File: config.mk
export PLATFORM = sky130hd
export DESIGN_NAME = fuzzy_subsequence_scorer
export DESIGN_NICKNAME = d
export VERILOG_FILES = /design/src/design/fss_pkg.sv /design/src/design/fuzzy_subsequence_scorer.sv /design/src/design/fss_pattern_mem.sv /design/src/design/fss_match_core.sv
export SDC_FILE = /design/constraint.sdc
export NUM_CORES = 2
export LEC_CHECK = 0
export ABC_AREA = 1
export BUFFER_PORTS_ARGS = -buffer_cell sky130_fd_sc_hd__buf_2
export CAP_MARGIN = 20
export CORE_ASPECT_RATIO = 0.9
export CORE_UTILIZATION = 36
export DETAILED_ROUTE_END_ITERATION = 10
export HOLD_SLACK_MARGIN = 0.03
export PLACE_DENSITY = 0.48
export RECOVER_POWER = 50
export SYNTH_ARGS = -nofsm -noshare
export SYNTH_HDL_FRONTEND = slang
export SYNTH_SLANG_ARGS = --single-unit
File: constraint.sdc
create_clock -name clk -period 5.54 [get_ports clk]
set_input_delay 0.554 -clock clk [delete_from_list [all_inputs] [get_ports clk]]
set_output_delay 0.554 -clock clk [all_outputs]
set_load 0.03 [all_outputs]
File: src/design/fss_pkg.sv
package fss_pkg;

    // Pattern store geometry and field widths
    localparam int PAT_DEPTH = 128;
    localparam int PAT_AW    = 7;
    localparam int CHAR_W    = 8;
    localparam int LEN_W     = 8;
    localparam int POS_W     = 8;
    localparam int SCORE_W   = 8;

    // ASCII folding bounds
    localparam logic [CHAR_W-1:0] CHAR_UPPER_A = 8'h41;
    localparam logic [CHAR_W-1:0] CHAR_UPPER_Z = 8'h5A;
    localparam logic [CHAR_W-1:0] CASE_OFFSET  = 8'h20;

    typedef enum logic
    {
        OP_WRITE = 1'b0,
        OP_CAND  = 1'b1
    } op_t;

    // Pattern memory write request
    typedef struct packed
    {
        logic              en;
        logic [PAT_AW-1:0] addr;
        logic [CHAR_W-1:0] data;
    } pat_wr_t;

    // Registered read data: entry at base and at base + 1
    typedef struct packed
    {
        logic [CHAR_W-1:0] rd_lo;
        logic [CHAR_W-1:0] rd_hi;
    } pat_rd_t;

    // One result beat from the match core
    typedef struct packed
    {
        logic               fire;
        logic               matched;
        logic [SCORE_W-1:0] score;
    } fss_result_t;

    function automatic logic [CHAR_W-1:0] fold_case(input logic [CHAR_W-1:0] c);
        logic [CHAR_W-1:0] r;
        r = c;
        if (c >= CHAR_UPPER_A && c <= CHAR_UPPER_Z)
        begin
            r = c + CASE_OFFSET;
        end
        return r;
    endfunction

endpackage

File: src/design/fuzzy_subsequence_scorer.sv
// The result beat is registered and valid in the cycle after the string's last beat is accepted.
// One input beat per cycle while no result waits; the match position can advance on each beat
// as the two read ports of the pattern memory prefetch the entry at it and the one after it.
// Reset clears the length register, all string state and the result valid flag.
// Pattern memory contents are undefined after reset until written.
module fuzzy_subsequence_scorer
    import fss_pkg::*;
#(
    parameter int MAX_LEN = 128
)
(
    input  logic                clk,
    input  logic                rst_n,
    input  logic                cfg_valid,
    output logic                cfg_ready,
    input  logic [LEN_W-1:0]    cfg_data,
    input  logic                in_valid,
    output logic                in_ready,
    input  logic                opcode,
    input  logic [PAT_AW-1:0]   pattern_index,
    input  logic [CHAR_W-1:0]   char_code,
    input  logic                has_char,
    input  logic                string_end,
    output logic                out_valid,
    input  logic                out_ready,
    output logic                matched,
    output logic [SCORE_W-1:0]  score
);

    logic [LEN_W-1:0]   length_reg;
    logic               out_valid_reg, out_valid_next;
    logic               matched_reg;
    logic [SCORE_W-1:0] score_reg;
    logic               item_fire;
    pat_wr_t            wr;
    pat_rd_t            rd;
    logic [PAT_AW-1:0]  rd_base;
    fss_result_t        result;

    assign cfg_ready = 1'b1;
    assign in_ready  = !out_valid_reg || out_ready;
    assign item_fire = in_valid && in_ready;

    fss_pattern_mem u_mem
    (
        .clk     (clk),
        .wr      (wr),
        .rd_base (rd_base),
        .rd      (rd)
    );

    fss_match_core #(
        .MAX_LEN (MAX_LEN)
    ) u_core
    (
        .clk            (clk),
        .rst_n          (rst_n),
        .item_fire      (item_fire),
        .opcode         (opcode),
        .pattern_index  (pattern_index),
        .char_code      (char_code),
        .has_char       (has_char),
        .string_end     (string_end),
        .pattern_length (length_reg),
        .rd             (rd),
        .wr             (wr),
        .rd_base        (rd_base),
        .result         (result)
    );

    // Pattern length register
    always_ff @(posedge clk or negedge rst_n)
    begin
        if (!rst_n)
            length_reg <= '0;
        else if (cfg_valid && cfg_ready)
            length_reg <= cfg_data;
    end

    // Output register
    always_comb
    begin
        out_valid_next = out_valid_reg;
        if (result.fire)
            out_valid_next = 1'b1;
        else if (out_ready)
            out_valid_next = 1'b0;
    end

    always_ff @(posedge clk or negedge rst_n)
    begin
        if (!rst_n)
            out_valid_reg <= 1'b0;
        else
            out_valid_reg <= out_valid_next;
    end

    always_ff @(posedge clk)
    begin
        if (result.fire)
        begin
            matched_reg <= result.matched;
            score_reg   <= result.score;
        end
    end

    assign out_valid = out_valid_reg;
    assign matched   = matched_reg;
    assign score     = score_reg;

    // A string's last beat yields a result beat on the next cycle
    a_end_gives_result: assert property (@(posedge clk) disable iff (!rst_n)
        in_valid && in_ready && opcode == OP_CAND && string_end |=> out_valid)
        else $error("string end without result beat");

    // A waiting result blocks new input
    a_backpressure: assert property (@(posedge clk) disable iff (!rst_n)
        out_valid && !out_ready |-> !in_ready)
        else $error("input accepted over a stalled result");

    // Score is nonzero exactly when matched
    a_score_vs_match: assert property (@(posedge clk) disable iff (!rst_n)
        out_valid |-> (matched ? (score != '0) : (score == '0)))
        else $error("score inconsistent with matched flag");

endmodule

File: src/design/fss_pattern_mem.sv
module fss_pattern_mem
    import fss_pkg::*;
(
    input  logic              clk,
    input  pat_wr_t           wr,
    input  logic [PAT_AW-1:0] rd_base,
    output pat_rd_t           rd
);

    logic [CHAR_W-1:0] mem [PAT_DEPTH];
    logic [CHAR_W-1:0] rd_lo_reg;
    logic [CHAR_W-1:0] rd_hi_reg;
    logic [PAT_AW-1:0] rd_next_addr;

    assign rd_next_addr = rd_base + PAT_AW'(1);

    // One write port, two read ports, read-old-data on a collision
    always_ff @(posedge clk)
    begin
        if (wr.en)
        begin
            mem[wr.addr] <= wr.data;
        end
        rd_lo_reg <= mem[rd_base];
        rd_hi_reg <= mem[rd_next_addr];
    end

    assign rd.rd_lo = rd_lo_reg;
    assign rd.rd_hi = rd_hi_reg;

endmodule

File: src/design/fss_match_core.sv
module fss_match_core
    import fss_pkg::*;
#(
    parameter int MAX_LEN = 128
)
(
    input  logic              clk,
    input  logic              rst_n,
    input  logic              item_fire,
    input  logic              opcode,
    input  logic [PAT_AW-1:0] pattern_index,
    input  logic [CHAR_W-1:0] char_code,
    input  logic              has_char,
    input  logic              string_end,
    input  logic [LEN_W-1:0]  pattern_length,
    input  pat_rd_t           rd,
    output pat_wr_t           wr,
    output logic [PAT_AW-1:0] rd_base,
    output fss_result_t       result
);

    localparam int SEEN_W = (MAX_LEN > 2) ? $clog2(MAX_LEN) : 1;
    localparam logic [SEEN_W-1:0] SEEN_LIMIT = SEEN_W'(MAX_LEN - 1);

    // String state
    logic [POS_W-1:0]   mp_reg, mp_next;
    logic               prev_reg, prev_next;
    logic [POS_W-1:0]   count_reg, count_next;
    logic               bonus_reg, bonus_next;
    logic [SEEN_W-1:0]  seen_reg, seen_next;

    // Prefetch bookkeeping and write forwarding
    logic               adv_reg, adv_next;
    logic               clr_reg, clr_next;
    pat_wr_t            fwd_reg;
    logic [CHAR_W-1:0]  first_reg;

    logic [LEN_W-1:0]   eff_len;
    logic [CHAR_W-1:0]  ch;
    logic [CHAR_W-1:0]  cur_pat;
    logic [CHAR_W-1:0]  sel_pat;
    logic               is_cand;
    logic               take;
    logic               hit;
    logic               ok;
    logic [SCORE_W-1:0] score_calc;

    assign eff_len = (pattern_length > LEN_W'(PAT_DEPTH)) ? LEN_W'(PAT_DEPTH) : pattern_length;
    assign ch      = fold_case(char_code);
    assign rd_base = mp_reg[PAT_AW-1:0];

    // Pattern writes go straight to memory
    assign wr.en   = item_fire && (opcode == OP_WRITE);
    assign wr.addr = pattern_index;
    assign wr.data = ch;

    // Pick the match position's entry: last cycle's reads, entry-zero shadow or a forwarded write
    always_comb
    begin
        priority if (clr_reg)
            sel_pat = first_reg;
        else if (adv_reg)
            sel_pat = rd.rd_hi;
        else
            sel_pat = rd.rd_lo;
        cur_pat = (fwd_reg.en && fwd_reg.addr == mp_reg[PAT_AW-1:0]) ? fwd_reg.data : sel_pat;
    end

    assign is_cand = item_fire && (opcode == OP_CAND);
    assign take    = is_cand && has_char && (seen_reg < SEEN_LIMIT);
    assign hit     = (mp_reg < POS_W'(eff_len)) && (ch == cur_pat);

    // Per-character update and end-of-string scoring
    always_comb
    begin
        mp_next    = mp_reg;
        prev_next  = prev_reg;
        count_next = count_reg;
        bonus_next = bonus_reg;
        seen_next  = seen_reg;
        adv_next   = 1'b0;
        clr_next   = 1'b0;
        ok         = 1'b0;
        score_calc = '0;

        if (take)
        begin
            if (seen_reg == '0 && eff_len != '0 && ch == first_reg)
            begin
                bonus_next = 1'b1;
            end
            if (hit)
            begin
                if (mp_reg == '0)
                    count_next = POS_W'(1);
                else if (prev_reg)
                    count_next = count_reg + POS_W'(1);
                mp_next   = mp_reg + POS_W'(1);
                prev_next = 1'b1;
                adv_next  = 1'b1;
            end
            else
            begin
                prev_next = 1'b0;
            end
            seen_next = seen_reg + SEEN_W'(1);
        end

        if (is_cand && string_end)
        begin
            ok = (eff_len != '0) && (mp_next >= POS_W'(eff_len));
            if (ok)
            begin
                score_calc = SCORE_W'(count_next) + SCORE_W'(bonus_next);
            end
            mp_next    = '0;
            prev_next  = 1'b0;
            count_next = '0;
            bonus_next = 1'b0;
            seen_next  = '0;
            adv_next   = 1'b0;
            clr_next   = 1'b1;
        end
    end

    assign result.fire    = is_cand && string_end;
    assign result.matched = ok;
    assign result.score   = score_calc;

    always_ff @(posedge clk or negedge rst_n)
    begin
        if (!rst_n)
        begin
            mp_reg    <= '0;
            prev_reg  <= 1'b0;
            count_reg <= '0;
            bonus_reg <= 1'b0;
            seen_reg  <= '0;
            adv_reg   <= 1'b0;
            clr_reg   <= 1'b0;
            fwd_reg   <= '0;
        end
        else
        begin
            mp_reg    <= mp_next;
            prev_reg  <= prev_next;
            count_reg <= count_next;
            bonus_reg <= bonus_next;
            seen_reg  <= seen_next;
            adv_reg   <= adv_next;
            clr_reg   <= clr_next;
            fwd_reg   <= wr;
        end
    end

    // Shadow copy of pattern entry zero
    always_ff @(posedge clk)
    begin
        if (wr.en && wr.addr == '0)
        begin
            first_reg <= wr.data;
        end
    end

endmodule

==> flow_metrics.env <==
export IMPL_synth_nets=5789
export IMPL_final_common_cell="o21ai_0"
export IMPL_numCtsBuffers=119
export IMPL_worst_pin_slew_ns=3.45
export IMPL_synth_cells=5735
export IMPL_fmax_mhz=192
export IMPL_areaGrowthSynthToFinish_pct=11.8
export IMPL_syn_avg_cell_area_sq_um=9.57
export IMPL_critPathLaunchType="input pin"
export IMPL_initial_utilization=0.364
export IMPL_drc=0
export IMPL_core_area_sq_um=151000
export IMPL_yosysWarnings=0
export IMPL_rsz0062_at_grt="false"
export IMPL_die_h_microns=372
export IMPL_slew_viol_final=758
export IMPL_mostFrequentLayoutCells="o21ai_0, edfxtp_1, a21oi_1, nor2_1, nand2_1"
export IMPL_detailed_place_area_sq_um=57500
export IMPL_final_area_sq_um=61400
export IMPL_sequentialPowerShare=0.513
export IMPL_arrival_ns=5.73
export IMPL_antenna_found_initial=4
export IMPL_p_sw_mw=4.00
export IMPL_ctsRootBufferMaster="clkbuf_16"
export IMPL_post_cts_buffers=0
export IMPL_whs_path_depth=4
export IMPL_post_dp_hpwl_microns=121000
export IMPL_cp_max_fo=131
export IMPL_grt_max_degree=216
export IMPL_routabilityCongestion=0.863
export IMPL_vias=44500
export IMPL_pwr_share_clk=0.454
export IMPL_whs_endpoint="out_valid"
export IMPL_power_internal_mw=14.0
export IMPL_seq_area_frac_synth=0.599
export IMPL_viasPerCell=5.75
export IMPL_routedWlPerCell_microns=25.6
export IMPL_hp_class="in -> reg"
export IMPL_io_pins=43
export IMPL_yosysUniqueCellTypes=48
export IMPL_synth_ff_type="edfxtp_1"
export IMPL_status="finished, violations left"
export IMPL_drt_iter0_markers=5119
export IMPL_pre_cts_ws_ns=0.594
export IMPL_powerDensity_nw_per_um2=293
export IMPL_timing_rr_start="length_reg[2]"
export IMPL_finalCriticalPeriod_ns=5.21
export IMPL_share_comb_of_total_power=0.032
export IMPL_grt_usage=0.252
export IMPL_path_class="in -> reg"
export IMPL_cp_required_ns=6.06
export IMPL_io_buffer_count=41
export IMPL_drive_gt1_frac=0.0705
export IMPL_dieArea_sq_um=154000
export IMPL_clk_pin_slew_worst_paths_ns=0.06
export IMPL_syn_area_sq_um=54900
export IMPL_violations="max-capacitance violations, max-slew violations"
export IMPL_slew_headroom=-1.30
export IMPL_routed_wl_microns=198000
export IMPL_reg2reg_setup_slack_ns=0.51
export IMPL_setup_viol=0
export IMPL_htree_levels=3
export IMPL_finalClockSkew_ns=0.0349
export IMPL_insertion_delay_ns=0.78
export IMPL_swShare=0.223
export IMPL_cts_sinks=1109
export IMPL_nets=5698
export IMPL_fin_ws_ns=0.330
export IMPL_dr_pass1_iters=6
export IMPL_finalCritPeriodShare=0.940
export IMPL_min_from="out_ready"
export IMPL_end_kind="register"
export IMPL_num_rows=135
export IMPL_largest_reg_flops=1024
export IMPL_hold_buffers=16
export IMPL_synth_edf_count=1041
export IMPL_drtAntennaViolNets=0
export IMPL_grt_overflow=0
export IMPL_timing_rr_end="score[2]"
export IMPL_ctsResizeCount=0
export IMPL_dieWidth_microns=414
export IMPL_grt_pass1_vias=40500
export IMPL_hold_viol=0
export IMPL_ys_ff_latch=1109
export IMPL_grt_pass1_wl_microns=285000
export IMPL_drv_cap=14
export IMPL_cts_tree="built"
export IMPL_ff2ff_path_depth=28
export IMPL_cts_buffer_depth=3
export IMPL_setup_tns_ns=0
export IMPL_async_reset_ff_frac=0.0469
export IMPL_worst_ir_drop_vdd_mv=0.263
export IMPL_leakagePower_nw=21.4
==> cell families (layout without fill, tap and decap cells) <==
| group | Yosys count | count (layout) | share of synthesized area |
|---|---|---|---|
| flops | 1109 | 1109 | 0.599 |
| mux | 3 | 3 | 0.000615 |
| fa+ha+maj | 23 | 23 | 0.00524 |
| compound gates | 2194 | 2194 | 0.218 |
| xor+xnor | 10 | 10 | 0.00173 |
| buf+inv | 916 | 926 | 0.0644 |
| other cells | 1 | 2 | 0.0000683 |
| simple gates | 1479 | 1479 | 0.111 |
==> cell type report <==
type | instances | area [sq um]
fill | 14800 | 89600
sequential | 1109 | 32900
multi-input combinational | 3710 | 18500
clock buffer | 148 | 3090
tap | 1986 | 2480
timing repair buffer | 243 | 1830
inverter | 461 | 1750
clock inverter | 74 | 793
antenna | 1 | 2.50
==> stage by stage <==
stage / hold WS, ns / cells / util / power (mW)
floorplan: 0.258 / 5735 / - / 9.67
global placement: 0.490 / 7488 / 0.381 / 9.98
CTS: 0.0375 / 7727 / 0.407 / 18.1
detailed placement: 0.495 / 7489 / 0.381 / 9.98
finish: 0.0915 / 7732 / 0.407 / 18.0
global route: 0.0979 / 7731 / 0.407 / 18.5
==> power by group through the flow <==
stage / Sequential (mW) / Clock, mW / Combinational, mW
final: 9.23 / 8.17 / 0.584
after global routing: 9.23 / 8.59 / 0.636
after CTS: 9.22 / 8.29 / 0.597
after detailed placement: 9.39 / 0 / 0.586
after global placement: 9.39 / 0 / 0.587
after floorplan: 9.40 / 0 / 0.272
==> cell usage after synthesis (2+ instances only) <==
cell type	count	area [sq um]
dfrtp_1	52	1300
a21oi_1	679	3400
a31oi_1	24	150
nor3_1	46	230
nand3_1	184	921
or2_2	2	12.5
mux2_2	3	33.8
edfxtp_1	1041	31300
clkinv_1	3	11.3
a211oi_1	36	270
dfxtp_1	16	320
inv_1	447	1680
nand2_2	7	43.8
o21ai_0	1099	5500
nand4_1	56	350
o21a_1	3	22.5
nand3b_1	4	30.0
a32o_1	13	130
o21ai_1	2	10.0
inv_2	10	37.5
o311ai_0	46	403
buf_4	7	52.6
o22ai_1	156	976
o32ai_1	27	236
buf_1	59	221
xor2_1	5	43.8
nand2_1	539	2020
nand3_2	2	20.0
nor2_1	628	2360
clkbuf_1	334	1250
ha_1	23	288
o221ai_1	36	315
o211ai_1	67	503
nor2_4	5	56.3
buf_2	55	275
xnor2_1	4	35.0
nor4_1	4	25.0
==> worst max-delay path, stage by stage <==
cell,delay (ns)
clkbuf_1,0.56
clkbuf_2,2.37
xnor2_1,0.25
o2111ai_1,0.17
nor4_1,0.29
nand3_1,0.20
nor3_1,0.18
nand2_1,0.09
nand2_1,0.10
ha_1,0.25
ha_1,0.24
nand2_2,0.08
nor2_4,0.11
nand3_2,0.08
nor2_1,0.09
nor2_1,0.05
==> metal layers <==
metal,up-vias,track usage,part of all wire
met4,4,0.0767,0.031
met2,1879,0.388,0.45
met1,21800,0.362,0.44
met3,308,0.0403,0.077
li1,20500,-,-
met5,-,0,0.00011
==> worst max path at each step <==
stage	start	end
floorplan	char_code[4]	score[2]
global route	char_code[1]	score[6]
CTS	length_reg[3]	score[2]
global placement	length_reg[2]	score[4]
detailed placement	length_reg[3]	score[2]
finish	char_code[1]	score[6]
Power figures use the tool's default switching activity.
